### src/hdl/rgb_adaptive_mean_threshold_unit_macros.svh
// Assertion macros shared by the adaptive mean threshold design.
`ifndef RGB_ADAPTIVE_MEAN_THRESHOLD_UNIT_MACROS_SVH
`define RGB_ADAPTIVE_MEAN_THRESHOLD_UNIT_MACROS_SVH

// Same-cycle implication, checked outside reset.
`define RAMT_ASSERT_IMP(label, clock, reset, ante, cons) \
  label: assert property (@(posedge clock) disable iff (reset) (ante) |-> (cons)) \
    else $error("ramt: implication failed");

// Next-cycle implication, checked outside reset.
`define RAMT_ASSERT_NXT(label, clock, reset, ante, cons) \
  label: assert property (@(posedge clock) disable iff (reset) (ante) |=> (cons)) \
    else $error("ramt: next-cycle implication failed");

`endif

### src/hdl/ramt_cell.sv
// One cell of the column-sum row: holds a column sum and gates it to the window.
`default_nettype none

module ramt_cell #(
  parameter int IDX   = 0,
  parameter int VAL_W = 14,
  parameter int U_W   = 11
) (
  input  logic             clk,
  input  logic             shift,
  input  logic [VAL_W-1:0] din,
  input  logic [U_W-1:0]   u,
  input  logic [U_W-1:0]   width,
  output logic [VAL_W-1:0] dout,
  output logic [VAL_W-1:0] gated
);

  logic in_window;

  always_ff @(posedge clk) begin
    if (shift) begin
      dout <= din;
    end
  end

  // The cell holds column u - IDX; it counts only when that column lies in the row.
  assign in_window = (U_W'(IDX) <= u) && ((U_W'(IDX) + width) > u);
  assign gated     = in_window ? dout : '0;

endmodule

`default_nettype wire

### config.mk
export PLATFORM = sky130hd
export DESIGN_NAME = ramt_cell
export DESIGN_NICKNAME = d
export VERILOG_FILES = /design/src/hdl/rgb_adaptive_mean_threshold_unit_macros.svh /design/src/hdl/ramt_cell.sv
export SDC_FILE = /design/constraint.sdc
export NUM_CORES = 1
export LEC_CHECK = 0
export BUFFER_PORTS_ARGS = -buffer_cell sky130_fd_sc_hd__buf_2
export CAP_MARGIN = 20
export CORE_MARGIN = 2
export CORE_UTILIZATION = 42
export CTS_BUF_LIST = sky130_fd_sc_hd__clkbuf_16
export CTS_CLUSTER_SIZE = 14
export DETAILED_ROUTE_END_ITERATION = 7
export GPL_TIMING_DRIVEN = 1
export PLACE_DENSITY = 0.9
export SLEW_MARGIN = 20
export SYNTH_ARGS = -nofsm -noshare
export SYNTH_HDL_FRONTEND = slang
export SYNTH_SLANG_ARGS = --single-unit
export TNS_END_PERCENT = 100
### constraint.sdc
create_clock -name clk -period 4.2 [get_ports clk]
set_input_delay 0.63 -clock clk [delete_from_list [all_inputs] [get_ports clk]]
set_output_delay 0.63 -clock clk [all_outputs]
set_load 0.02 [all_outputs]
==> impl_metrics.env <==
export IMPL_clk_pin_slew_ps=40
export IMPL_syn_area_per_cell_um2=10.60
export IMPL_drive_above_1_share=0.5570
export IMPL_cts_htree_levels=1
export IMPL_cts_resized=0
export IMPL_die_width_um=49.77
export IMPL_crit_family="compound AO/OA/AOI/OAI gates"
export IMPL_row_count=16
export IMPL_p_per_area_nw_per_um2=365.0
export IMPL_drcViolationCount=0
export IMPL_worst_ep_required_time_ps=3570
export IMPL_cp_slowest_cell="a2111oi_4"
export IMPL_min_period_over_period=0.7568
export IMPL_vias=842
export IMPL_grtUsageTotal=0.1943
export IMPL_numCtsBuffers=3
export IMPL_ir_worst_vdd_uv=357.7
export IMPL_grt_pass1_wl_mm=3.608
export IMPL_grt_start_max_net_pins=15
export IMPL_dieHeight_um=49.77
export IMPL_cp_num_buf_inv=2
export IMPL_yosys_cell_types_count=20
export IMPL_initial_utilization=0.4483
export IMPL_worstPathMaxFanout=14
export IMPL_drt_iter0_markers=12
export IMPL_coreArea_um2=1962
export IMPL_post_dp_hpwl_mm=1.835
export IMPL_io_buffers=65
export IMPL_largestRegisters="dout x14"
export IMPL_layout_common_cells="65 x buf_2, 15 x nand2_1, 14 x edfxtp_1"
export IMPL_tns_ps=0
export IMPL_syn2layout_area_growth_pct=47.08
export IMPL_cp_cell_sequence="buf_2, ha_1, a211oi_1, nor2_1, a2111oi_4, nor2_1, buf_2"
export IMPL_critical_path_max_stage_delay_ps=840
export IMPL_viasPerCell=4.784
export IMPL_place_congestion=0.7771
export IMPL_clock_sinks=14
export IMPL_antenna_found_initial=0
export IMPL_cap_violations=0
export IMPL_dpl_cell_area_um2=1215
export IMPL_routed_wl_mm=2.194
export IMPL_worstSetupPathType="in2out"
export IMPL_ys_seq_area_frac=0.4780
export IMPL_p_leak_nw=0.7064
export IMPL_ioPinCount=66
export IMPL_arrival_ps=2550
export IMPL_clockBufferDepth=2
export IMPL_finalSetupViolations=0
export IMPL_die_area_um2=2477
export IMPL_hold_violations=0
export IMPL_endpoint_kind="primary output"
export IMPL_nNetsFinal=199
export IMPL_yosysTopAreaCellShare=0.4780
export IMPL_grt_pass1_vias=822
export IMPL_relSlewSlack=0.3567
export IMPL_rsz0062_at_grt="no"
export IMPL_min_path_type="in2reg"
export IMPL_diodes=0
export IMPL_synth_nets=132
export IMPL_yosys_area_top_type="edfxtp_1"
export IMPL_drt_pass1_iter_count=4
export IMPL_wl_per_cell_um=12.47
export IMPL_cts_tree="done"
export IMPL_yosys_warnings=0
export IMPL_max_flop_register="dout"
export IMPL_largest_reg_flops=14
export IMPL_hold_ws_ps=558.9
export IMPL_synth_seq_cells=14
export IMPL_synthTopCellsByArea="edfxtp_1 48%, ha_1 16%, nor2_2 7.1%"
export IMPL_postRouteAntennaNets=0
export IMPL_nFillCells=168
export IMPL_period_needed_ps=3179
export IMPL_final_common_cell="buf_2"
export IMPL_clockRootBuffer="clkbuf_16"
export IMPL_tightestPinTransition_ps=965.0
export IMPL_hold_buffers=0
export IMPL_max_freq_mhz=314.6
export IMPL_startpoint_type="input pin"
export IMPL_report_final_slew_viol_count=0
export IMPL_syn_instance_count=83
export IMPL_post_cts_setup_buffers=0
export IMPL_status="finished clean"
export IMPL_netlist_area_um2=879.6
export IMPL_stdcell_area_um2=1294
export IMPL_overflow=0
==> path summary, 6_finish.rpt <==
kind / cells after the start / slack [ps] / startpoint / to
worst max-delay path: 7 / 1020 / width[8] / gated[13]
worst min-delay path: 1 / 560 / din[13] / dout[13]
==> power by group <==
group / internal (mW) / switching [mW] / leakage, nW / total, mW
clock network: 0.126 / 0.0517 / 0.0385 / 0.177
registers: 0.167 / 0.00563 / 0.137 / 0.173
logic: 0.0470 / 0.0752 / 0.531 / 0.122
total: 0.340 / 0.133 / 0.706 / 0.472
==> kinds of logic (layout without fill, tap and decap cells) <==
logic type               Yosys count  after routing  synth area share
flip-flops                        14             14            0.4779
adder cells (fa/ha/maj)           11             11            0.1565
AND/OR/NAND/NOR                   35             35            0.1920
buffers and inverters             15             81           0.07823
AO/OA/AOI/OAI                      8              8           0.09531
==> cell usage after synthesis, drive strengths merged <==
cell type	n
nand2	15
nor2	15
edfxtp	14
inv	12
ha	11
a21oi	3
buf	3
a211oi	2
nand4	2
o21ai	2
a2111oi	1
nand3	1
nand3b	1
or3	1
==> per-layer routing <==
metal | wire length, um | track usage | vias up
li1 | - | - | 411
met1 | 767 | 0.1722 | 382
met2 | 1247 | 0.3889 | 40
met3 | 114 | 0.03636 | 9
met4 | 64 | 0.1204 | 0
met5 | 0 | 0 | -
==> final cells by class <==
| type | count | area [um2] | share of cell area |
|---|---|---|---|
| well taps | 27 | 33.78 | 0.02611 |
| repair buffers | 65 | 325.3 | 0.2515 |
| multi-input cells | 54 | 390.4 | 0.3017 |
| flip-flops and latches | 14 | 420.4 | 0.3250 |
| clock inverters | 1 | 3.754 | 0.002901 |
| inverters | 12 | 45.04 | 0.03482 |
| clock buffers | 3 | 75.07 | 0.05803 |
==> stage by stage <==
stage | util | total power [mW] | worst slack [ps] | instances
after floorplan | - | 0.2493 | 1663 | 83
after global placement | 0.6193 | 0.2914 | 1115 | 172
after detailed placement | 0.6193 | 0.2972 | 1016 | 172
after CTS | 0.6594 | 0.4780 | 1015 | 176
after global routing | 0.6594 | 0.4962 | 817.0 | 176
final | 0.6594 | 0.4722 | 1021 | 176
Power figures use the tool's default switching activity.
